File: src/rtl/ppt_pkg.sv
// Shared types and constants for the piece progress tracker.
`default_nettype none

package ppt_pkg;

	// Field widths.
	localparam int INDEX_W   = 12;
	localparam int COUNT_W   = 13;
	localparam int CUR_W     = INDEX_W + 3;
	localparam int SIZE_W    = 32;
	localparam int BYTES_W   = 40;
	localparam int PROD_W    = COUNT_W + SIZE_W;
	localparam int SUM_W     = PROD_W + 1;
	localparam int CFG_IDX_W = 2;
	localparam int CFG_DATA_W = 40;

	// Depth of the queue between the front and back parts.
	localparam int QUEUE_DEPTH = 2;

	// Value of the piece size register after reset.
	localparam logic [SIZE_W-1:0] PIECE_SIZE_RESET = 32'd16384;

	// Command codes.
	localparam logic [2:0] CMD_CLEAR  = 3'd0;
	localparam logic [2:0] CMD_ADD    = 3'd1;
	localparam logic [2:0] CMD_REMOVE = 3'd2;
	localparam logic [2:0] CMD_SELECT = 3'd3;
	localparam logic [2:0] CMD_LOAD   = 3'd4;
	localparam logic [2:0] CMD_READ   = 3'd5;

	// Configuration register indexes.
	localparam logic [CFG_IDX_W-1:0] REG_PIECE_COUNT = 2'd0;
	localparam logic [CFG_IDX_W-1:0] REG_PIECE_SIZE  = 2'd1;
	localparam logic [CFG_IDX_W-1:0] REG_TOTAL_BYTES = 2'd2;

	// Piece marks: bit 0 received, bit 1 unselected.
	localparam logic [1:0] MARK_CLEAR        = 2'b00;
	localparam logic [1:0] MARK_RECEIVED     = 2'b01;
	localparam logic [1:0] MARK_UNSELECTED   = 2'b10;

	typedef enum logic [1:0] {
		ST_OK,
		ST_RANGE,
		ST_ORDER
	} status_t;

	// Work kinds handed from the front part to the back part.
	typedef enum logic [2:0] {
		OP_NONE,
		OP_CLEAR,
		OP_ADD,
		OP_REMOVE,
		OP_SELECT,
		OP_DESELECT,
		OP_LOAD,
		OP_READ
	} op_t;

	typedef enum logic [1:0] {
		B_IDLE,
		B_WALK,
		B_CALC,
		B_OUT
	} back_state_t;

	typedef struct packed {
		logic [2:0]         cmd;
		logic [INDEX_W-1:0] index;
		logic [INDEX_W-1:0] end_index;
		logic               select_value;
		logic [7:0]         byte_value;
	} item_t;

	typedef struct packed {
		logic [1:0]         status;
		logic [COUNT_W-1:0] received_count;
		logic [COUNT_W-1:0] selected_count;
		logic [COUNT_W-1:0] selected_received_count;
		logic [BYTES_W-1:0] received_bytes;
		logic [BYTES_W-1:0] selected_received_bytes;
		logic               all_finished;
		logic               selection_finished;
		logic [7:0]         read_byte;
	} result_t;

	// One classified item: the pieces from first up to last_excl are walked.
	typedef struct packed {
		op_t              op;
		status_t          status;
		logic [CUR_W-1:0] first;
		logic [CUR_W-1:0] last_excl;
		logic [7:0]       byte_value;
	} job_t;

endpackage

`default_nettype wire

File: src/rtl/ppt_front.sv
// Front part: accepts items, checks indexes and turns each into a piece walk.
`default_nettype none

module ppt_front (
	input  ppt_pkg::item_t               item,
	input  logic                         start,
	input  logic [ppt_pkg::COUNT_W-1:0]  n,
	input  logic                         queue_full,
	input  logic                         mod_busy,
	output logic                         busy,
	output logic                         push,
	output ppt_pkg::job_t                job
);
	import ppt_pkg::*;

	logic [CUR_W-1:0] n_w;
	logic [CUR_W-1:0] idx_w;
	logic [CUR_W-1:0] end_w;
	logic [CUR_W-1:0] base_w;
	logic [CUR_W-1:0] base_top;

	// An item is taken whenever the queue has room and the remainder unit is settled.
	assign busy = queue_full | mod_busy;
	assign push = start & ~busy;

	// Classify the command and work out the span of pieces it touches.
	always_comb begin
		n_w      = CUR_W'(n);
		idx_w    = CUR_W'(item.index);
		end_w    = CUR_W'(item.end_index);
		base_w   = {item.index, 3'b000};
		base_top = base_w + CUR_W'(8);
		job      = '{op: OP_NONE, status: ST_OK, first: '0, last_excl: '0,
			byte_value: item.byte_value};
		case (item.cmd)
			CMD_CLEAR: begin
				job.op        = OP_CLEAR;
				job.last_excl = n_w;
			end
			CMD_ADD, CMD_REMOVE: begin
				if (idx_w >= n_w) begin
					job.status = ST_RANGE;
				end else begin
					job.op        = (item.cmd == CMD_ADD) ? OP_ADD : OP_REMOVE;
					job.first     = idx_w;
					job.last_excl = idx_w + CUR_W'(1);
				end
			end
			CMD_SELECT: begin
				if (idx_w >= n_w || end_w >= n_w) begin
					job.status = ST_RANGE;
				end else if (end_w < idx_w) begin
					job.status = ST_ORDER;
				end else begin
					job.op        = item.select_value ? OP_SELECT : OP_DESELECT;
					job.first     = idx_w;
					job.last_excl = end_w + CUR_W'(1);
				end
			end
			CMD_LOAD, CMD_READ: begin
				if (base_w >= n_w) begin
					job.status = ST_RANGE;
				end else begin
					job.op        = (item.cmd == CMD_LOAD) ? OP_LOAD : OP_READ;
					job.first     = base_w;
					job.last_excl = (base_top > n_w) ? n_w : base_top;
				end
			end
			default: begin
				job.op = OP_NONE;
			end
		endcase
	end

endmodule

`default_nettype wire

File: config.mk
export PLATFORM = sky130hd
export DESIGN_NAME = ppt_front
export DESIGN_NICKNAME = d
export VERILOG_FILES = /design/src/rtl/ppt_pkg.sv /design/src/rtl/ppt_front.sv
export SDC_FILE = /design/constraint.sdc
export NUM_CORES = 1
export LEC_CHECK = 0
export BUFFER_PORTS_ARGS = -buffer_cell sky130_fd_sc_hd__buf_2
export CAP_MARGIN = 20
export CORE_AREA = 3 3 74 76
export DETAILED_ROUTE_END_ITERATION = 8
export DIE_AREA = 0 0 77 79
export PLACE_DENSITY = 0.84
export SETUP_SLACK_MARGIN = 0.1
export SYNTH_ARGS = -nofsm -noshare
export SYNTH_HDL_FRONTEND = slang
export SYNTH_SLANG_ARGS = --single-unit
File: constraint.sdc
create_clock -name vclk -period 5.2
set_input_delay 1.04 -clock vclk [all_inputs]
set_output_delay 1.04 -clock vclk [all_outputs]
set_load 0.01 [all_outputs]
# ---- Yosys cells after proc, flatten, opt, wreduce, memory -nomap -nowiden
# Index checks and enable logic that the tools add are counted.
dict set report word_totals {
  reg_bits 0
  input_bits 52
  out_inout_bits 45
  word_cells 39
}
dict set report classes {
  addsub 3
  n_lt_le_gt_ge 5
  n_eq_ne 5
  muxes 19
  bitwise 3
  reduce_logical 4
}
# operator n
set ops {}
lappend ops {{$mux 30} 2}
lappend ops {{$pmux 15 s4} 1}
lappend ops {{$mux 27} 2}
lappend ops {{$pmux 17 s3} 1}
lappend ops {{$add 12x1->13 const B} 2}
lappend ops {{$ge 12x13->1} 2}
lappend ops {{$add 15x4->15 const B} 1}
lappend ops {{$ge 15x13->1} 1}
lappend ops {{$gt 15x13->1} 1}
lappend ops {{$mux 15} 1}
lappend ops {{$lt 12x12->1} 1}
lappend ops {{$pmux 3 s4} 1}
lappend ops {{$mux 3} 3}
lappend ops {{$eq 3x2->1 const B} 2}
lappend ops {{$eq 3x3->1 const B} 2}
lappend ops {{$mux 2} 3}
lappend ops {{$mux 1} 5}
lappend ops {{$reduce_or 2->1} 2}
lappend ops {{$eq 3x1->1 const B} 1}
lappend ops {{$logic_not 3->1} 1}
lappend ops {{$and 1x1->1} 1}
lappend ops {{$logic_or 1x1->1} 1}
lappend ops {{$not 1->1} 1}
lappend ops {{$or 1x1->1} 1}

# ---- Depth between registers and ports, before layout
dict set report logic_depth {
  depth_word 5
  depth_mapped 12
  depth_no_buf 11
}

# ---- Worst setup path before layout
# OpenSTA, ideal clock, no wires.
dict set report synth_path {
  path_kind {in2out}
  start {input item[21] in the netlist's numbering}
  end {output job[8] in the netlist's numbering}
  arrival_time_ns 3.138
  t_required_ns 4.160
  path_slack_ns 1.022
  cell_stages 11
  path_buffers 0
  path_cell_list {ha_1 -> nand3_2 -> nor3_1 -> xnor2_1 -> ha_1 -> o21ai_0 -> o21ai_0 -> a221oi_1 -> o21ai_0 -> a21oi_4 -> o221ai_1}
}
# element line_no
set synth_lines {}
lappend synth_lines {{from (decl)} ppt_front.sv:5} ;# input ppt_pkg::item_t item,
lappend synth_lines {{to (decl)} ppt_front.sv:12} ;# output ppt_pkg::job_t job

==> impl_results.md <==
* Register area share after synthesis at 0%
* # Max-Cap Violations at 0
* RSZ-0062 raised after global routing: no
* Layout Cells excl Fill at 452
* Synth warnings at 0
* Critical path startpoint category: input port
* ANT nets after route at 0
* Vias in the first global route at 2608
* Drt wl/cell at 17.27 um
* Antenna violations before repair at 0
* Count of pins over their slew limit at 0
* Final hold viol count at 0
* Fmax at 206.9 MHz
* Worst EP required at 4.16 ns
* Die height at 79 um
* Worst hold path type: input port to primary output
* Sw Ratio at 60.36%
* P_int at 0.09970 mW
* Slew @ Worst Pin at 0.5313 ns
* Final net count at 496
* Synth top area share at 29.73%
* Cell taking the most area after synthesis: ha_1
* WP data arrival at 3.79 ns
* Mapped cell area at 2399 um^2
* Core box area at 4786 um^2
* Rel. slew slack at 64.31%
* Pleak at 1.362 nW
* Total grt overflow at 0
* Tot GR Track Use at 24.64%
* Final core utilization at 57.75%
* Reg power frac at 0%
* Via-to-Cell Ratio at 6.277
* Peak VDD IR at 0.00005341 V
* Status: finished, final reports clean
* Final wirelength at 7.805 mm
* Clock share of power at 0%
* Final Cycle Share at 92.94%
* Global placement routability congestion at 0.9624
* Inst Count DP at 452
* Vias at 2837
* Power Density at 91.00 nW/um^2
* Row count at 25
* Setup ws final at 0.3670 ns
* Setup TNS at 0 ns
* DRC at 0
* Final-report setup violation count at 0
* Die area at 6083 um^2
* Crit. Startpoint: item[23]
* Worst slack at placement at 0.3345 ns
* Most common cell after layout, fill and taps aside: buf_2
* Most frequent cells in the layout: buf_2 (77), ha_1 (57), inv_1 (30)
* Largest net degree at the start of global routing at 16
* Syn avg cell area at 7.449 um^2
* Clock buffers at 0
* Worst Path Max Fanout at 10
* First drt pass iteration count at 5
* # port buffers at 77
* Layout cells sized above 1 at 23.90%
* Crit end category: primary output
* Post-Syn Instances at 322
* Die X at 77 um
* WS Path Type: input port to primary output
* Num sequential at 0
* Synth unique cells at 53
* Hold path start: item[6]
* Psw at 0.1518 mW
* Layout area overhead at 15.23%
* Initial DRC Count at 201
* Reg area at 0 um^2
* Crit path time final at 4.833 ns
* Diodes inserted at 0
* Initial Util at 50.12%
* Synth area leaders: ha_1 (30%), nand3_1 (5.0%), xnor2_1 (4.7%), inv_1 (4.7%), buf_4 (3.8%)
* Post-DP HPWL at 6.644 mm
* Boundary Pins at 97
* Logic pwr share at 100.0%
* Global-route wire length before repair at 12.43 mm
* WHS at 2.080 ns
[critical path: stages]
cell      delay, ns
buf_2          0.17
nand4_1        0.24
nor2_1         0.25
nand3_1        0.12
xnor2_1        0.29
ha_1           0.31
nand2_1        0.10
nor2_1         0.05
a221oi_1       0.32
o21ai_0        0.20
a21oi_4        0.33
o221ai_1       0.18
buf_2          0.18
[through the flow]
step	power, mW	area [um^2]
3_3_place_gp	0.2405	2763
4_1_cts	0.2480	2763
3_5_place_dp	0.2464	2763
5_1_grt	0.2786	2764
2_1_floorplan	0.1658	2410
6_report	0.2515	2764
[Yosys cell counts (5+ instances only)]
cell type / count
nor3_1: 7
a211oi_1: 8
nand4_1: 13
o211ai_1: 5
nand3_1: 24
nor2_1: 18
xnor2_1: 13
a32oi_1: 7
o221ai_1: 10
o21ai_0: 9
buf_4: 12
ha_1: 57
a21oi_1: 13
nand2_1: 17
o22ai_1: 10
xor2_1: 9
inv_1: 30
[metal layers]
layer / vias up / track usage, % / part of all wire [%] / wire, um
li1: 1357 / - / - / -
met4: 0 / 3.737 / 1.1 / 87
met2: 135 / 45.99 / 49 / 3831
met5: - / 0 / 0 / 0
met3: 10 / 1.361 / 7.8 / 611
met1: 1335 / 31.77 / 42 / 3276
[power groups by stage]
| stage | combinational, mW | sequential [mW] | clock (mW) |
|---|---|---|---|
| finish | 0.252 | 0 | 0 |
| global route | 0.279 | 0 | 0 |
| CTS | 0.248 | 0 | 0 |
| detailed placement | 0.246 | 0 | 0 |
| global placement | 0.241 | 0 | 0 |
| floorplan | 0.166 | 0 | 0 |
[what timing repair did]
item                       4_1_cts  5_1_grt
hold buffers                     0        0
setup buffers                    0        0
gates resized for setup          0        1
setup endpoints to repair        0        1
[cell families after synthesis]
family / Yosys count / share of synthesized area (%)
AND/OR/NAND/NOR: 99 / 21.39
AO/OA/AOI/OAI: 90 / 28.95
adder cells (fa/ha/maj): 57 / 29.73
buffers and inverters: 50 / 10.49
XOR/XNOR: 22 / 8.034
multiplexers: 3 / 1.252
other: 1 / 0.1563
[final timing paths]
| check | to | cells after the start |
|---|---|---|
| worst max-delay path | job[14] | 13 |
| worst min-delay path | job[6] | 0 |
[area by class of cell]
type / count / area [um^2]
inverters: 30 / 112.6
well taps: 67 / 83.83
multi-input cells: 275 / 2160
fillers: 456 / 2022
repair buffers: 80 / 407.9
No activity file was read; power rests on OpenSTA's default activity.
