--- src/rtl/ppt_pkg.sv ---
// Shared types and constants for the piece progress tracker.
`default_nettype none

package ppt_pkg;

	// Field widths.
	localparam int INDEX_W   = 12;
	localparam int COUNT_W   = 13;
	localparam int CUR_W     = INDEX_W + 3;
	localparam int SIZE_W    = 32;
	localparam int BYTES_W   = 40;
	localparam int PROD_W    = COUNT_W + SIZE_W;
	localparam int SUM_W     = PROD_W + 1;
	localparam int CFG_IDX_W = 2;
	localparam int CFG_DATA_W = 40;

	// Depth of the queue between the front and back parts.
	localparam int QUEUE_DEPTH = 2;

	// Value of the piece size register after reset.
	localparam logic [SIZE_W-1:0] PIECE_SIZE_RESET = 32'd16384;

	// Command codes.
	localparam logic [2:0] CMD_CLEAR  = 3'd0;
	localparam logic [2:0] CMD_ADD    = 3'd1;
	localparam logic [2:0] CMD_REMOVE = 3'd2;
	localparam logic [2:0] CMD_SELECT = 3'd3;
	localparam logic [2:0] CMD_LOAD   = 3'd4;
	localparam logic [2:0] CMD_READ   = 3'd5;

	// Configuration register indexes.
	localparam logic [CFG_IDX_W-1:0] REG_PIECE_COUNT = 2'd0;
	localparam logic [CFG_IDX_W-1:0] REG_PIECE_SIZE  = 2'd1;
	localparam logic [CFG_IDX_W-1:0] REG_TOTAL_BYTES = 2'd2;

	// Piece marks: bit 0 received, bit 1 unselected.
	localparam logic [1:0] MARK_CLEAR        = 2'b00;
	localparam logic [1:0] MARK_RECEIVED     = 2'b01;
	localparam logic [1:0] MARK_UNSELECTED   = 2'b10;

	typedef enum logic [1:0] {
		ST_OK,
		ST_RANGE,
		ST_ORDER
	} status_t;

	// Work kinds handed from the front part to the back part.
	typedef enum logic [2:0] {
		OP_NONE,
		OP_CLEAR,
		OP_ADD,
		OP_REMOVE,
		OP_SELECT,
		OP_DESELECT,
		OP_LOAD,
		OP_READ
	} op_t;

	typedef enum logic [1:0] {
		B_IDLE,
		B_WALK,
		B_CALC,
		B_OUT
	} back_state_t;

	typedef struct packed {
		logic [2:0]         cmd;
		logic [INDEX_W-1:0] index;
		logic [INDEX_W-1:0] end_index;
		logic               select_value;
		logic [7:0]         byte_value;
	} item_t;

	typedef struct packed {
		logic [1:0]         status;
		logic [COUNT_W-1:0] received_count;
		logic [COUNT_W-1:0] selected_count;
		logic [COUNT_W-1:0] selected_received_count;
		logic [BYTES_W-1:0] received_bytes;
		logic [BYTES_W-1:0] selected_received_bytes;
		logic               all_finished;
		logic               selection_finished;
		logic [7:0]         read_byte;
	} result_t;

	// One classified item: the pieces from first up to last_excl are walked.
	typedef struct packed {
		op_t              op;
		status_t          status;
		logic [CUR_W-1:0] first;
		logic [CUR_W-1:0] last_excl;
		logic [7:0]       byte_value;
	} job_t;

endpackage

`default_nettype wire

--- src/rtl/ppt_queue.sv ---
// Short queue of classified items between the front and back parts.
`default_nettype none

module ppt_queue (
	input  logic          clk,
	input  logic          arst_n,
	input  logic          push,
	input  ppt_pkg::job_t push_job,
	input  logic          pop,
	output ppt_pkg::job_t head,
	output logic          empty,
	output logic          full
);
	import ppt_pkg::*;

	localparam int PTR_W = $clog2(QUEUE_DEPTH);
	localparam int CNT_W = $clog2(QUEUE_DEPTH + 1);

	job_t             slots_q [QUEUE_DEPTH];
	logic [PTR_W-1:0] wr_ptr_q;
	logic [PTR_W-1:0] rd_ptr_q;
	logic [CNT_W-1:0] count_q;

	assign empty = (count_q == '0);
	assign full  = (count_q == CNT_W'(QUEUE_DEPTH));
	assign head  = slots_q[rd_ptr_q];

	// Pointers and fill count.
	always_ff @(posedge clk or negedge arst_n) begin
		if (!arst_n) begin
			wr_ptr_q <= '0;
			rd_ptr_q <= '0;
			count_q  <= '0;
		end else begin
			if (push) begin
				wr_ptr_q <= (wr_ptr_q == PTR_W'(QUEUE_DEPTH - 1)) ? '0 : wr_ptr_q + PTR_W'(1);
			end
			if (pop) begin
				rd_ptr_q <= (rd_ptr_q == PTR_W'(QUEUE_DEPTH - 1)) ? '0 : rd_ptr_q + PTR_W'(1);
			end
			case ({push, pop})
				2'b10:   count_q <= count_q + CNT_W'(1);
				2'b01:   count_q <= count_q - CNT_W'(1);
				default: count_q <= count_q;
			endcase
		end
	end

	// Entry storage.
	always_ff @(posedge clk) begin
		if (push) begin
			slots_q[wr_ptr_q] <= push_job;
		end
	end

endmodule

`default_nettype wire

--- config.mk ---
export PLATFORM = sky130hd
export DESIGN_NAME = ppt_queue
export DESIGN_NICKNAME = d
export VERILOG_FILES = /design/src/rtl/ppt_pkg.sv /design/src/rtl/ppt_queue.sv
export SDC_FILE = /design/constraint.sdc
export NUM_CORES = 1
export LEC_CHECK = 0
export ABC_AREA = 1
export BUFFER_PORTS_ARGS = -buffer_cell sky130_fd_sc_hd__clkbuf_2
export CORE_MARGIN = 2
export CORE_UTILIZATION = 54
export CTS_BUF_LIST = sky130_fd_sc_hd__clkbuf_2 sky130_fd_sc_hd__clkbuf_4 sky130_fd_sc_hd__clkbuf_8
export CTS_CLUSTER_DIAMETER = 50
export DETAILED_ROUTE_END_ITERATION = 10
export PLACE_DENSITY = 0.88
export SETUP_SLACK_MARGIN = 0.02
export SLEW_MARGIN = 20
export SYNTH_ARGS = -nofsm -noshare
export SYNTH_HDL_FRONTEND = slang
export SYNTH_SLANG_ARGS = --single-unit
--- constraint.sdc ---
create_clock -name clk -period 3.53 [get_ports clk]
set_input_delay 0.353 -clock clk [delete_from_list [all_inputs] [get_ports clk]]
set_output_delay 0.353 -clock clk [all_outputs]
set_load 0.02 [all_outputs]
**Yosys cells after proc, flatten, opt, wreduce, memory -nomap -nowiden**

Memories as Yosys holds them, arrays and structs flattened.
Index checks and enable logic that the tools add are counted.

- Bits in registers: 4
- Memories kept: 1
- Word-level logic and storage cells: 18
- Input port bits: 47
- Output and inout bits: 45
- RAM bits: 86

Memories:

| memory | depth | width | rd ports | clocked after Yosys merged registers in | write ports | RTL line | RTL |
|---|---|---|---|---|---|---|---|
| slots_q | 2 | 43 | 1 | 0 | 1 | ppt_queue.sv:19 | `job_t slots_q [QUEUE_DEPTH];` |

- $add $sub $neg: 4
- Muxes and demuxes: 5
- Reduce and logical (&&, ||, !) cells: 2
- Eq/ne operators: 3

Operators by type and width:

| operator | count |
|---|---|
| 2-bit == test, second input constant | 2 |
| 1-bit two-way mux | 4 |
| 2-bit one-hot mux with 2 select lines | 1 |
| 1-bit adder, second input constant | 2 |
| 2-bit by 1-bit adder with 2-bit output, second input constant | 1 |
| 2-bit by 1-bit == test with 1-bit output, second input constant | 1 |
| 2-bit logical NOT | 1 |
| 2-bit nonzero test | 1 |
| 2-bit by 1-bit subtractor with 2-bit output, second input constant | 1 |

**Depth between registers and ports, before layout**

- Depth after elaboration: 2
- Depth in mapped cells: 7
- Mapped depth without buffers: 7

**Worst setup path after synthesis**

No wires, ideal clock.

- Path type: register to register
- From: register wr_ptr_q
- To: memory slots_q[0][0] (netlist bit) (enable)
- Clock period less this slack: 2664 ps
- Data arrival time: 2219 ps
- Buffers on the path: 0
- Path slack: 866 ps
- Cell stages (with the launch flop): 2
- Path through: dfrtp_1 > nor2_1

RTL lines:

| what | RTL line | RTL |
|---|---|---|
| start, declared | ppt_queue.sv:20 | `logic [PTR_W-1:0] wr_ptr_q;` |
| start signal, assigned | ppt_queue.sv:36 | `wr_ptr_q <= (wr_ptr_q == PTR_W'(QUEUE_DEPTH - 1)) ? '0 : wr_ptr_q + PTR_W'(1);` |
| end, declared | ppt_queue.sv:19 |  |

No word-level cell before the write port.

==> reports/metrics.yaml <==
r2r_slack_ns: 1.77
cp_data_required_time_ns: 3.18
dr.pass1.iters: 4
slowest_stage: "dfrtp_4"
cts_tree: "yes"
fp.dieH_um: 83.2
pwr_density_cell_nw_per_um2: 782
drt_iter0_drc: 120
final_nets: 391
grt.total_usage: 0.167
die_width_um: 83.2
synth_warnings: 0
clockRootBuffer: "clkbuf_8"
grt_start_max_net_pins: 88
drc: 0
viasPerCell: 4.73
placed_cell_area_um2: 3890
drive_above_1_share: 0.313
synthesis.area_um2: 3390
hold_path_class: "in -> reg"
peakVddDrop_v: 0.000534
dp_hpwl_mm: 3.66
cp.arrival_ns: 1.78
clock_path_buffers: 2
core_area_um2: 5990
grt-ovfl-total: 0
ant_nets: 0
gp_congestion: 0.747
synth_fp_nets: 296
period_share: 0.604
grt_setup_unrepaired: "no"
final_util: 0.679
critPathMaxFanout: 87
fin_crit_ns: 2.13
die-area_um2: 6920
synth_cell_types: 16
place_ws_ns: 1.67
ys_ff_latch: 90
cts_max_level: 3
synth_cells: 248
wire_per_inst_um: 12.9
worst_slack_ns: 1.40
antenna_cells: 0
ios: 92
initial_core_util: 0.565
max_slew_margin: 0.384
drv_cap: 0
worst_pin_slew_ns: 0.923
num_rows: 28
syn_area_per_cell_um2: 13.7
setup_tns_ns: 0
fmax_mhz: 469
area_growth_pct: 20.1
outcome: "finished, final reports clean"
setup_violations: 0
cpPeakStageDelay_ns: 0.90
fill_cells: 433
antenna_found_initial: 0
vias: 2002
crit_path_end_kind: "output port"
drt_wl_total_mm: 5.45
clock-skew-final_ns: 0.00652
clk_pin_slew_ns: 0.08
clk_latency_ns: 0.33
slew_violations: 0
final_hold_viol_count: 0
fin_total_pwr_w: 0.00318
leakage_nw: 1.78
start_kind: "register"
r2r_cells: 2
clock_sinks: 90
grt_pass1_wl_mm: 8.93
critPathKind: "reg -> out"
cts_buffers: 9
final_area_um2: 4070
min_path_cells: 1
grt_pass1_vias: 2010
ys_seq_area_frac: 0.792
cp_cell_sequence: "nand2_1 > o21ai_0 > clkbuf_2"
numPortBuffers: 91
## worst max-delay path, delay by kind of cell, from the launching register on
kind | cells | cell delay (ns)
flip-flops | 1 | 0.90
AO/OA/AOI/OAI | 1 | 0.13
buffers and inverters | 1 | 0.21
AND/OR/NAND/NOR | 1 | 0.15
## registers in the layout, summed over array words and instances, names as in the netlist
register and count:
rd_ptr_q 1, wr_ptr_q 1, count_q 2, slots_q 86
## Yosys cell counts
master / number / area, um2
edfxtp_1: 86 / 2580
inv_1: 49 / 184
nand2_1: 48 / 180
o21ai_0: 38 / 190
o21ai_1: 5 / 25.0
dfrtp_1: 4 / 100
buf_6: 3 / 33.8
clkbuf_1: 3 / 11.3
nor2_1: 3 / 11.3
buf_2: 2 / 10.0
xor2_1: 2 / 17.5
buf_4: 1 / 7.51
ha_1: 1 / 12.5
nand3_1: 1 / 5.00
nand4_1: 1 / 6.26
xnor2_1: 1 / 8.76
## layer usage
layer  GRT usage  up-vias  wire, um
li1            -     1018         -
met1       0.194      918      2240
met2       0.287       59      2840
met3      0.0417        7       289
met4      0.0909        0        78
met5           0        -         0
## placed cells by master, fill, tap and decap left out, drive strengths merged
cell and count:
xnor2 1, edfxtp 86, dlygate4sd3 1, clkinvlp 1, clkbuf 101, dfrtp 4, xor2 2, nand3 1
o21ai 43, ha 1, buf 1, nor2 3, nand2 48, clkinv 5, nand4 1, inv 49
## kinds of logic after synthesis
| logic type | after synthesis | synth area share |
|---|---|---|
| flops | 90 | 0.792 |
| buf+inv | 58 | 0.0728 |
| simple gates | 53 | 0.0599 |
| compound gates | 43 | 0.0636 |
| xor+xnor | 3 | 0.00776 |
| fa+ha+maj | 1 | 0.00369 |
## worst paths after layout
check / start / end
setup / recovery: rd_ptr_q$_DFFE_PN0P_ / head[7]
hold / removal: push_job[25] / slots_q[1][25]$_DFFE_PP_
setup reg to reg: wr_ptr_q$_DFFE_PN0P_ / slots_q[0][1]$_DFFE_PP_
hold reg to reg: count_q[1]$_DFFE_PN0P_ / count_q[1]$_DFFE_PN0P_
max in group asynchronous: arst_n / rd_ptr_q$_DFFE_PN0P_
min in group asynchronous: arst_n / count_q[0]$_DFFE_PN0P_
## stage by stage
stage / hold WS, ns / std cells
after floorplan: 0.0574 / 248
after global routing: 0.188 / 423
after detailed placement: 0.164 / 406
final: 0.200 / 423
after global placement: 0.163 / 406
after CTS: 0.184 / 423
## where the power goes
group	internal, W	total (W)	switching (W)
registers	0.00142	0.00161	0.000185
clock network	0.000258	0.000582	0.000325
logic	0.000307	0.000991	0.000685
## layout make-up
| cell class | instances | area, um2 | area share |
|---|---|---|---|
| Clock buffer | 10 | 131 | 0.0323 |
| Clock inverter | 6 | 33.8 | 0.00831 |
| Inverter | 49 | 184 | 0.0452 |
| Multi-Input combinational cell | 100 | 464 | 0.114 |
| Sequential cell | 90 | 2690 | 0.661 |
| Tap cell | 75 | 93.8 | 0.0231 |
| Timing Repair Buffer | 93 | 473 | 0.116 |
## what timing repair did
item | 4_1_cts | 5_1_grt
resized for setup | 0 | 0
hold buffers | 1 | 0
buffers inserted | 0 | 0
hold endpoints to repair | 4 | 0
(Power assumes the default switching activity.)
