===== config.mk =====
export PLATFORM = sky130hd
export DESIGN_NAME = ppt_mod
export DESIGN_NICKNAME = d
export VERILOG_FILES = /design/src/rtl/ppt_pkg.sv /design/src/rtl/ppt_mod.sv
export SDC_FILE = /design/constraint.sdc
export NUM_CORES = 1
export LEC_CHECK = 0
export ABC_CLOCK_PERIOD_IN_PS = 2750
export BUFFER_PORTS_ARGS = -buffer_cell sky130_fd_sc_hd__buf_4
export CORE_ASPECT_RATIO = 0.6
export CORE_MARGIN = 3
export CORE_UTILIZATION = 51
export DETAILED_ROUTE_END_ITERATION = 16
export PLACE_DENSITY_LB_ADDON = 0.2
export SLEW_MARGIN = 10
export SYNTH_ARGS = -nofsm -noshare
export SYNTH_HDL_FRONTEND = slang
export SYNTH_SLANG_ARGS = --single-unit
export TNS_END_PERCENT = 50

===== constraint.sdc =====
create_clock -name clk -period 2.75 [get_ports clk]
set_input_delay 0 -clock clk [delete_from_list [all_inputs] [get_ports clk]]
set_output_delay 0 -clock clk [all_outputs]
set_load 0.02 [all_outputs]

===== src/rtl/ppt_pkg.sv =====
// Shared types and constants for the piece progress tracker.
`default_nettype none

package ppt_pkg;

	// Field widths.
	localparam int INDEX_W   = 12;
	localparam int COUNT_W   = 13;
	localparam int CUR_W     = INDEX_W + 3;
	localparam int SIZE_W    = 32;
	localparam int BYTES_W   = 40;
	localparam int PROD_W    = COUNT_W + SIZE_W;
	localparam int SUM_W     = PROD_W + 1;
	localparam int CFG_IDX_W = 2;
	localparam int CFG_DATA_W = 40;

	// Depth of the queue between the front and back parts.
	localparam int QUEUE_DEPTH = 2;

	// Value of the piece size register after reset.
	localparam logic [SIZE_W-1:0] PIECE_SIZE_RESET = 32'd16384;

	// Command codes.
	localparam logic [2:0] CMD_CLEAR  = 3'd0;
	localparam logic [2:0] CMD_ADD    = 3'd1;
	localparam logic [2:0] CMD_REMOVE = 3'd2;
	localparam logic [2:0] CMD_SELECT = 3'd3;
	localparam logic [2:0] CMD_LOAD   = 3'd4;
	localparam logic [2:0] CMD_READ   = 3'd5;

	// Configuration register indexes.
	localparam logic [CFG_IDX_W-1:0] REG_PIECE_COUNT = 2'd0;
	localparam logic [CFG_IDX_W-1:0] REG_PIECE_SIZE  = 2'd1;
	localparam logic [CFG_IDX_W-1:0] REG_TOTAL_BYTES = 2'd2;

	// Piece marks: bit 0 received, bit 1 unselected.
	localparam logic [1:0] MARK_CLEAR        = 2'b00;
	localparam logic [1:0] MARK_RECEIVED     = 2'b01;
	localparam logic [1:0] MARK_UNSELECTED   = 2'b10;

	typedef enum logic [1:0] {
		ST_OK,
		ST_RANGE,
		ST_ORDER
	} status_t;

	// Work kinds handed from the front part to the back part.
	typedef enum logic [2:0] {
		OP_NONE,
		OP_CLEAR,
		OP_ADD,
		OP_REMOVE,
		OP_SELECT,
		OP_DESELECT,
		OP_LOAD,
		OP_READ
	} op_t;

	typedef enum logic [1:0] {
		B_IDLE,
		B_WALK,
		B_CALC,
		B_OUT
	} back_state_t;

	typedef struct packed {
		logic [2:0]         cmd;
		logic [INDEX_W-1:0] index;
		logic [INDEX_W-1:0] end_index;
		logic               select_value;
		logic [7:0]         byte_value;
	} item_t;

	typedef struct packed {
		logic [1:0]         status;
		logic [COUNT_W-1:0] received_count;
		logic [COUNT_W-1:0] selected_count;
		logic [COUNT_W-1:0] selected_received_count;
		logic [BYTES_W-1:0] received_bytes;
		logic [BYTES_W-1:0] selected_received_bytes;
		logic               all_finished;
		logic               selection_finished;
		logic [7:0]         read_byte;
	} result_t;

	// One classified item: the pieces from first up to last_excl are walked.
	typedef struct packed {
		op_t              op;
		status_t          status;
		logic [CUR_W-1:0] first;
		logic [CUR_W-1:0] last_excl;
		logic [7:0]       byte_value;
	} job_t;

endpackage

`default_nettype wire


===== src/rtl/ppt_mod.sv =====
// Bit-serial remainder unit: total bytes modulo piece size, one bit per cycle.
`default_nettype none

module ppt_mod (
	input  logic                          clk,
	input  logic                          arst_n,
	input  logic                          start,
	input  logic [ppt_pkg::BYTES_W-1:0]   dividend,
	input  logic [ppt_pkg::SIZE_W-1:0]    divisor,
	output logic                          busy,
	output logic [ppt_pkg::SIZE_W-1:0]    rem
);
	import ppt_pkg::*;

	localparam int STEP_W = $clog2(BYTES_W + 1);

	logic [BYTES_W-1:0] dividend_q;
	logic [SIZE_W-1:0]  divisor_q;
	logic [SIZE_W-1:0]  rem_q;
	logic [STEP_W-1:0]  step_q;
	logic [SIZE_W:0]    trial;
	logic [SIZE_W:0]    diff;

	assign busy = start | (step_q != '0);
	assign rem  = rem_q;

	// Shift the next dividend bit in and subtract the divisor when it fits.
	always_comb begin
		trial = {rem_q, dividend_q[BYTES_W-1]};
		diff  = trial - {1'b0, divisor_q};
	end

	always_ff @(posedge clk or negedge arst_n) begin
		if (!arst_n) begin
			step_q <= '0;
			rem_q  <= '0;
		end else if (start) begin
			step_q <= STEP_W'(BYTES_W);
			rem_q  <= '0;
		end else if (step_q != '0) begin
			step_q <= step_q - STEP_W'(1);
			rem_q  <= (trial >= {1'b0, divisor_q}) ? diff[SIZE_W-1:0] : trial[SIZE_W-1:0];
		end
	end

	// Operand registers.
	always_ff @(posedge clk) begin
		if (start) begin
			dividend_q <= dividend;
			divisor_q  <= divisor;
		end else if (step_q != '0) begin
			dividend_q <= {dividend_q[BYTES_W-2:0], 1'b0};
		end
	end

endmodule

`default_nettype wire


Word level (Yosys, flattened, before mapping)
Index checks and enable logic that the tools add are counted.
Cells by class
  add/subtract/negate cells: 2
  muxes and demuxes: 7
  bitwise gates (word level): 1
  order comparisons: 1
  reductions and logical operators: 2
Operators by type and width (count)
  2-to-1 mux 32 bit: 3
  2-to-1 mux 40 bit: 2
  greater-or-equal comparator 33 x 32 -> 1 bit: 1
  subtractor 32 bit: 1
  2-to-1 mux 6 bit: 2
  nonzero test 6 bit: 1
  subtractor 6 x 1 -> 6 bit, second input constant: 1
  nonzero test 2 bit: 1
  OR 1 bit: 1
Storage, ports and cells
  word-level logic and storage cells: 17
  flip-flop bits (word level): 110
  input bits: 75

Depth between registers and ports, before layout
Gate-level depths: netlist of run 1.
  depth in word-level cells: 4
  mapped depth: 14
  mapped depth without buffers: 13

Least setup slack after synthesis of run 1
OpenSTA, ideal clock, no wires.
  kind: flip-flop to flip-flop
  from: reg step_q[0]
  to: reg dividend_q[0], enable pin
  setup time: 0.578 ns
  stages on the path, launching flop included: 8
  slack: -0.075 ns
  period minus slack after synthesis: 2.825 ns
  arrival time: 2.247 ns
  path buffers: 1
  cell sequence: dfrtp_1 -> inv_1 -> ha_1 -> nor2b_1 -> nand2b_1 -> nor3_1 -> clkbuf_1 -> nand2b_1
Between the ends
  longest elaborated chain between the ends: 2
Ends and longest elaborated chain
  from (decl): line ppt_mod.sv:20  | logic [STEP_W-1:0] step_q;
  from (signal assigned): line ppt_mod.sv:38  | step_q <= STEP_W'(BYTES_W);
  from (signal assigned): line ppt_mod.sv:41  | step_q <= step_q - STEP_W'(1);
  nonzero test 6 bit: line ppt_mod.sv:51  | end else if (step_q != '0) begin
  nonzero test 2 bit (no line)
  to (signal assigned): line ppt_mod.sv:49  | dividend_q <= dividend;
  to (signal assigned): line ppt_mod.sv:52  | dividend_q <= {dividend_q[BYTES_W-2:0], 1'b0};
  to (decl): line ppt_mod.sv:17  | logic [BYTES_W-1:0] dividend_q;
Every way passes these cells.
A chain may end at the register's enable or synchronous reset.

Final worst setup path of run 1
  from: reg rem_q[0], in the netlist rem[0]
  to: reg rem_q[28], in the netlist rem[28]
Between the ends
  longest elaborated chain between the ends: 4
Ends and longest elaborated chain
  from (decl): line ppt_mod.sv:19  | logic [SIZE_W-1:0] rem_q;
  from (signal assigned): line ppt_mod.sv:42  | rem_q <= (trial >= {1'b0, divisor_q}) ? diff[SIZE_W-1:0] : trial[SIZE_W-1:0];
  subtractor 32 bit / greater-or-equal comparator 33 x 32 -> 1 bit (equally long branches): line ppt_mod.sv:30, ppt_mod.sv:42
  2-to-1 mux 32 bit *: line ppt_mod.sv:42
  2-to-1 mux 32 bit *: line ppt_mod.sv:40  | end else if (step_q != '0) begin
  2-to-1 mux 32 bit *: line ppt_mod.sv:37  | end else if (start) begin
Every way passes the cells marked *; elsewhere a longest branch is shown, timed or not. The select of a mux whose other input is x is not followed.

==> results of run 1 <==
[power by group through the flow]
stage / logic [W] / clock network (W) / registers, W
after floorplan: 0.00209 / 0 / 0.00251
after global placement: 0.00361 / 0 / 0.00228
after detailed placement: 0.00368 / 0 / 0.00230
after CTS: 0.00396 / 0.00135 / 0.00227
after global routing: 0.00468 / 0.00141 / 0.00233
final: 0.00434 / 0.00132 / 0.00230
[cells by family (layout without fill, tap and decap cells)]
| logic type | count (synthesis) | after routing | share of synthesized area [%] |
|---|---|---|---|
| compound gates | 138 | 138 | 14.5 |
| xor+xnor | 28 | 28 | 3.81 |
| fa+ha+maj | 34 | 34 | 6.73 |
| buf+inv | 75 | 318 | 4.80 |
| flops | 110 | 110 | 48.4 |
| mux | 49 | 49 | 8.38 |
| simple gates | 179 | 179 | 13.4 |
[worst min path at each step]
stage	endpoint	cells past startpoint
floorplan	rem[0]	0
global route	step_q[2]	2
detailed placement	rem[26]	1
CTS	step_q[0]	2
global placement	rem[26]	1
finish	rem[20]	2
[area by class of cell]
type                            count  area [um^2]  share of cell area (%)
Timing Repair Buffer              258         2210                    23.8
Tap cell                          165          206                    2.22
Multi-Input combinational cell    428         3290                    35.5
Clock buffer                       10          229                    2.47
Sequential cell                   110         3110                    33.5
Inverter                           44          165                    1.78
Clock inverter                      6         68.8                   0.741
[per-layer routing]
layer	up-vias	global-route usage [%]	share of wire (%)
met2	233	36.2	46
li1	2687	-	-
met5	-	0	0
met4	0	5.66	1.5
met3	27	3.97	6.4
met1	2653	34.6	46
[timing repair]
action	CTS	global route
hold buffers	73	0
endpoints found under the setup margin	21	32
gates cloned	1	1
setup buffers	3	5
pin swaps	13	22
resized for setup	15	42
endpoints found under the hold margin	110	0
[flip-flops by register name (all words and copies together), names as in the netlist]
| register | flops |
|---|---|
| step_q | 6 |
| rem | 32 |
| divisor_q | 32 |
| dividend_q | 40 |
[metrics by stage]
stage	worst slack [ns]	total power, W	utilization [%]	std cells
3_3_place_gp	-0.0955	0.00589	64.6	922
2_1_floorplan	-0.0605	0.00460	-	613
3_5_place_dp	-0.146	0.00598	64.6	922
4_1_cts	0.00217	0.00758	74.1	1015
5_1_grt	-0.139	0.00843	76.3	1021
6_report	-0.0603	0.00796	76.3	1021
[layout by cell type, fill, tap and decap left out, types with 5 or more instances in the layout]
| cell type | instances |
|---|---|
| a21o_1 | 15 |
| dfrtp_1 | 37 |
| nand4_1 | 8 |
| ha_4 | 8 |
| xnor2_1 | 12 |
| a211oi_1 | 20 |
| inv_1 | 44 |
| nand2_1 | 23 |
| o21a_1 | 6 |
| edfxtp_1 | 72 |
| a211oi_2 | 9 |
| nor2b_1 | 5 |
| nand2b_1 | 7 |
| nor3_1 | 28 |
| nor2_1 | 67 |
| dlygate4sd3_1 | 73 |
| ha_1 | 21 |
| xor2_1 | 16 |
| mux2i_1 | 10 |
| buf_4 | 178 |
| o21ai_0 | 11 |
| a21oi_2 | 10 |
| a21oi_1 | 35 |
| mux2_2 | 39 |
| clkbuf_16 | 10 |
==> flow_metrics.env, run 1 <==
export IMPL_yosysWarningCount=0
export IMPL_end_kind="register"
export IMPL_grt_start_max_net_pins=54
export IMPL_crit_end="rem[28]"
export IMPL_critPathMaxStageDelay_ns=0.43
export IMPL_dpl_instance_area_um2=7870
export IMPL_p_int_w=0.00491
export IMPL_grt_pass1_vias=5390
export IMPL_numClockSinks=110
export IMPL_post_drt_via_cell_ratio=5.48
export IMPL_worstRegToRegCells=11
export IMPL_synth_async_reset_ratio_pct=34.5
export IMPL_timing_final_crit_share_pct=102
export IMPL_dieArea_um2=14000
export IMPL_synth_ff_type="edfxtp_1"
export IMPL_port_buffers=107
export IMPL_antenna_found_initial=0
export IMPL_syn_avg_cell_area_um2=10.5
export IMPL_synth_top_cell_area_share_pct=33.6
export IMPL_max_freq_mhz=356
export IMPL_hold_ws_ns=0.115
export IMPL_setup_slack_ns=-0.0603
export IMPL_status="finished with violations"
export IMPL_track_usage_pct=23.4
export IMPL_r2r_setup_slack_ns=-0.06
export IMPL_clkTransAtPathRegs_ns=0.07
export IMPL_slew_violations=0
export IMPL_cpLargestDelayFamily="compound AO/OA/AOI/OAI gates"
export IMPL_setup_viol=8
export IMPL_cts_buffer_depth=2
export IMPL_synth_edff_count=72
export IMPL_clock_latency_ns=0.35
export IMPL_yosysSeqAreaShare_pct=48.4
export IMPL_placement_rows=31
export IMPL_crit_chain="ha_4 -> nand2b_4 -> a211oi_4 -> o211ai_2 -> a21oi_2 -> nor3b_2 -> o311a_1 -> o21a_4 -> clkbuf_16 -> a41o_1 -> a311oi_2"
export IMPL_grt_pass1_wl_um=26400
export IMPL_final_design_area_no_fill_um2=9290
export IMPL_start_kind="register"
export IMPL_worstSetupPathType="reg -> reg"
export IMPL_r2r_end="rem[28]"
export IMPL_timing_rr_start="rem[0]"
export IMPL_tightest_slew_ns=0.553
export IMPL_synth_area_leaders="edfxtp_1 34%, dfrtp_1 15%, mux2_2 6.8%"
export IMPL_overflow=0
export IMPL_seqPwrFrac_pct=28.9
export IMPL_cts_tree="built"
export IMPL_num_io_pins=108
export IMPL_yosysUniqueCellTypes=59
export IMPL_worst_path_max_delay_cell="dfrtp_1"
export IMPL_ir_worst_vdd_mv=0.544
export IMPL_routed_wl_um=16900
export IMPL_clock_root_buffer="clkbuf_16"
export IMPL_rsz0062_at_grt="true"
export IMPL_syn_instance_count=613
export IMPL_combPwrFrac_pct=54.5
export IMPL_synth_area_leader_cell="edfxtp_1"
export IMPL_hold_viol_final=0
export IMPL_drive_gt1_share_pct=35.0
export IMPL_drt_iter0_markers=434
export IMPL_place_hpwl_um=11100
export IMPL_place_congestion=1.00
export IMPL_arrival_ns=3.07
export IMPL_switchingPower_w=0.00305
export IMPL_fin_tns_setup_ns=-0.167
export IMPL_crit_fanout=8
export IMPL_worstSetupStartpoint="rem[0]"
export IMPL_area_delta_synth_final_pct=44.4
export IMPL_final_nets=960
export IMPL_min_path_type="in -> reg"
export IMPL_powerDensity_nw_per_um2=857
export IMPL_syn_num_nets=722
export IMPL_switching_share_pct=38.3
export IMPL_fin_crit_ns=2.81
export IMPL_core_um2=12200
export IMPL_netlist_area_um2=6430
export IMPL_violations="setup timing"
export IMPL_synth_common_cells="72 x edfxtp_1, 71 x nor2_1, 44 x a21oi_1, 44 x inv_1, 39 x mux2_2"
export IMPL_p_leak_nw=4.28
export IMPL_wl_per_cell_um=16.6
export IMPL_cap_violations=0
export IMPL_worst_path_buf_inv=1
export IMPL_slew_headroom_pct=63.1
export IMPL_ys_seq_elements=110
export IMPL_num_fill_cells=825
export IMPL_diodes=0
export IMPL_cp_required_ns=3.00
export IMPL_cts_buffers=9
export IMPL_vias=5600
export IMPL_h_tree_depth=3
export IMPL_synth_most_common_cell="edfxtp_1"
export IMPL_min_delay_start="start"
export IMPL_start_util_pct=52.8
export IMPL_drc=0
export IMPL_antenna_left=0
export IMPL_die_h_um=93
export IMPL_cp_depth=11
export IMPL_dr_pass1_iters=5
export IMPL_clock_power_share_pct=16.6
export IMPL_skew_ns=0.00669
export IMPL_fp_dieW_um=151
No activity file was read; power rests on OpenSTA's default activity.
==> inputs of run 2 (changes only) <==
--- a/config.mk
+++ b/config.mk
@@ -7,13 +7,14 @@
 export LEC_CHECK = 0
 export ABC_CLOCK_PERIOD_IN_PS = 2750
 export BUFFER_PORTS_ARGS = -buffer_cell sky130_fd_sc_hd__buf_4
-export CORE_ASPECT_RATIO = 0.6
+export CORE_ASPECT_RATIO = 2
 export CORE_MARGIN = 3
 export CORE_UTILIZATION = 51
 export DETAILED_ROUTE_END_ITERATION = 16
+export MAX_ROUTING_LAYER = met4
 export PLACE_DENSITY_LB_ADDON = 0.2
 export SLEW_MARGIN = 10
 export SYNTH_ARGS = -nofsm -noshare
 export SYNTH_HDL_FRONTEND = slang
 export SYNTH_SLANG_ARGS = --single-unit
-export TNS_END_PERCENT = 50
+export TNS_END_PERCENT = 1
==> flow_metrics.env, run 2 (synthesis gave the netlist of run 1 again) <==
export IMPL_cp_required_ns=2.97
export IMPL_post_drt_via_cell_ratio=5.55
export IMPL_clkTransAtPathRegs_ns=0.08
export IMPL_regArea_um2=3110
export IMPL_powerDensity_nw_per_um2=864
export IMPL_cts_tree="built"
export IMPL_num_fill_cells=813
export IMPL_slew_violations=0
export IMPL_crit_fanout=16
export IMPL_hold_ws_ns=0.115
export IMPL_p_int_w=0.00493
export IMPL_ir_worst_vdd_mv=0.516
export IMPL_clock_root_buffer="clkbuf_16"
export IMPL_hold_viol_final=0
export IMPL_dr_pass1_iters=4
export IMPL_regMostFlops="dividend_q"
export IMPL_end_kind="register"
export IMPL_largest_reg_flops=40
export IMPL_wl_per_cell_um=16.8
export IMPL_arrival_ns=2.96
export IMPL_worst_path_buf_inv=3
export IMPL_worst_path_max_delay_cell="edfxtp_1"
export IMPL_routed_wl_um=16900
export IMPL_dpl_worst_slack_ns=-0.143
export IMPL_final_nets=961
export IMPL_timing_final_crit_share_pct=99.6
export IMPL_switching_share_pct=38.8
export IMPL_setup_slack_ns=0.0108
export IMPL_final_design_area_no_fill_um2=9340
export IMPL_start_kind="register"
export IMPL_diodes=0
export IMPL_grt_pass1_vias=5979
export IMPL_switchingPower_w=0.00313
export IMPL_vias=5572
export IMPL_max_freq_mhz=365
export IMPL_combPwrFrac_pct=55.3
export IMPL_track_usage_pct=25.1
export IMPL_fin_crit_ns=2.74
export IMPL_setup_viol=0
export IMPL_cts_buffers=9
export IMPL_die_h_um=165
export IMPL_clock_power_share_pct=16.4
export IMPL_multiInputGateArea_um2=3380
export IMPL_dieArea_um2=14100
export IMPL_status="finished, final reports clean"
export IMPL_tightest_slew_ns=0.581
export IMPL_start_util_pct=52.4
export IMPL_dpl_instance_area_um2=7830
export IMPL_final_cell_mix="180 x buf_4, 73 x dlygate4sd3_1, 72 x edfxtp_1"
export IMPL_cpLargestDelayFamily="compound AO/OA/AOI/OAI gates"
export IMPL_grt_start_max_net_pins=47
export IMPL_final_common_cell="buf_4"
export IMPL_drive_gt1_share_pct=36.8
export IMPL_crit_chain="inv_2 -> ha_4 -> nand2b_4 -> a211oi_4 -> o211ai_2 -> a21oi_2 -> nor3b_2 -> o311a_1 -> o21a_4 -> buf_12 -> buf_16 -> a211oi_2 -> nor3_1"
export IMPL_core_um2=12300
export IMPL_numClockSinks=110
export IMPL_area_delta_synth_final_pct=45.1
export IMPL_grt_pass1_wl_um=27200
export IMPL_skew_ns=0.0127
export IMPL_place_congestion=0.968
export IMPL_fp_dieW_um=85.4
export IMPL_place_hpwl_um=11400
export IMPL_slew_headroom_pct=61.3
export IMPL_cts_buffer_depth=2
export IMPL_p_leak_nw=4.30
export IMPL_placement_rows=57
export IMPL_min_path_type="in -> reg"
export IMPL_num_io_pins=108
export IMPL_drc=0
export IMPL_overflow=0
export IMPL_clock_latency_ns=0.36
export IMPL_antenna_left=0
export IMPL_port_buffers=107
export IMPL_drt_iter0_markers=251
export IMPL_critPathMaxStageDelay_ns=0.40
export IMPL_seqPwrFrac_pct=28.4
export IMPL_h_tree_depth=3
export IMPL_antenna_found_initial=0
export IMPL_finalPower_w=0.00806
export IMPL_worstSetupPathType="reg -> reg"
export IMPL_cap_violations=0
export IMPL_rsz0062_at_grt="true"
==> run 2: changes by cell type in the layout (fill, tap and decap cells not counted), moves of 2 or more <==
| cell | before | now |
|---|---|---|
| nor2_2 | 4 | 6 |
| ha_2 | 4 | 2 |
| a211oi_1 | 20 | 7 |
| nor2_1 | 67 | 65 |
| o21ai_0 | 11 | 9 |
| a211oi_2 | 9 | 19 |
| inv_2 | 0 | 2 |
| a211oi_4 | 1 | 4 |
| ha_1 | 21 | 23 |
| buf_4 | 178 | 180 |
| inv_1 | 44 | 42 |
==> run 2: worst register-to-register path, cell delays in order, from the launching register on <==
cell      delay [ns]
edfxtp_1        0.40
inv_2           0.06
ha_4            0.28
nand2b_4        0.06
a211oi_4        0.26
o211ai_2        0.13
a21oi_2         0.19
nor3b_2         0.08
o311a_1         0.30
o21a_4          0.25
buf_12          0.14
buf_16          0.16
a211oi_2        0.24
nor3_1          0.06
==> run 2: power by group through the flow <==
stage | Sequential, W | Clock (W) | Combinational [W]
finish | 0.00229 | 0.00132 | 0.00446
global route | 0.00233 | 0.00139 | 0.00480
CTS | 0.00227 | 0.00133 | 0.00415
detailed placement | 0.00230 | 0 | 0.00371
global placement | 0.00228 | 0 | 0.00365
floorplan | 0.00251 | 0 | 0.00209
==> run 2: layout make-up <==
| class | count | area share, % |
|---|---|---|
| multi-input cells | 428 | 36.2 |
| flip-flops and latches | 110 | 33.4 |
| repair buffers | 259 | 23.6 |
| clock buffers | 10 | 2.45 |
| well taps | 147 | 1.97 |
| inverters | 44 | 1.77 |
| clock inverters | 6 | 0.670 |
==> run 2: final timing paths <==
| path | start | to | slack [ns] | depth (start not counted) |
|---|---|---|---|---|
| max | divisor_q[1] | rem[2] | 0.01 | 13 |
| min reg2reg | step_q[3] | step_q[3] | 0.51 | 1 |
| max in group asynchronous | arst_n | rem[0] | 2.18 | 2 |
| max reg2reg | divisor_q[1] | rem[2] | 0.01 | 13 |
| min | start | divisor_q[1] | 0.11 | 1 |
| min in group asynchronous | arst_n | rem[18] | 0.15 | 2 |
==> run 2: per-stage QoR <==
step / util (%) / setup TNS (ns) / instances
floorplan: - / -0.144 / 613
global placement: 63.9 / -0.153 / 904
detailed placement: 63.9 / -0.956 / 904
CTS: 74.2 / -0.925 / 998
global route: 76.1 / -1.69 / 1004
finish: 76.1 / 0 / 1004
==> run 2: timing repair <==
action,CTS,global route
setup endpoints to repair,32,32
hold buffers,73,0
cloned,2,0
hold endpoints to repair,110,0
pin swaps,19,38
gates resized for setup,35,43
buffers inserted,3,7
==> run 2: routing by layer <==
layer / vias to the layer above / track usage (%) / part of all wire, %
li1: 2678 / - / -
met1: 2700 / 26.4 / 36
met2: 158 / 46.0 / 57
met4: 0 / 9.87 / 2.3
met3: 36 / 4.04 / 4.0
met5: - / - / 0
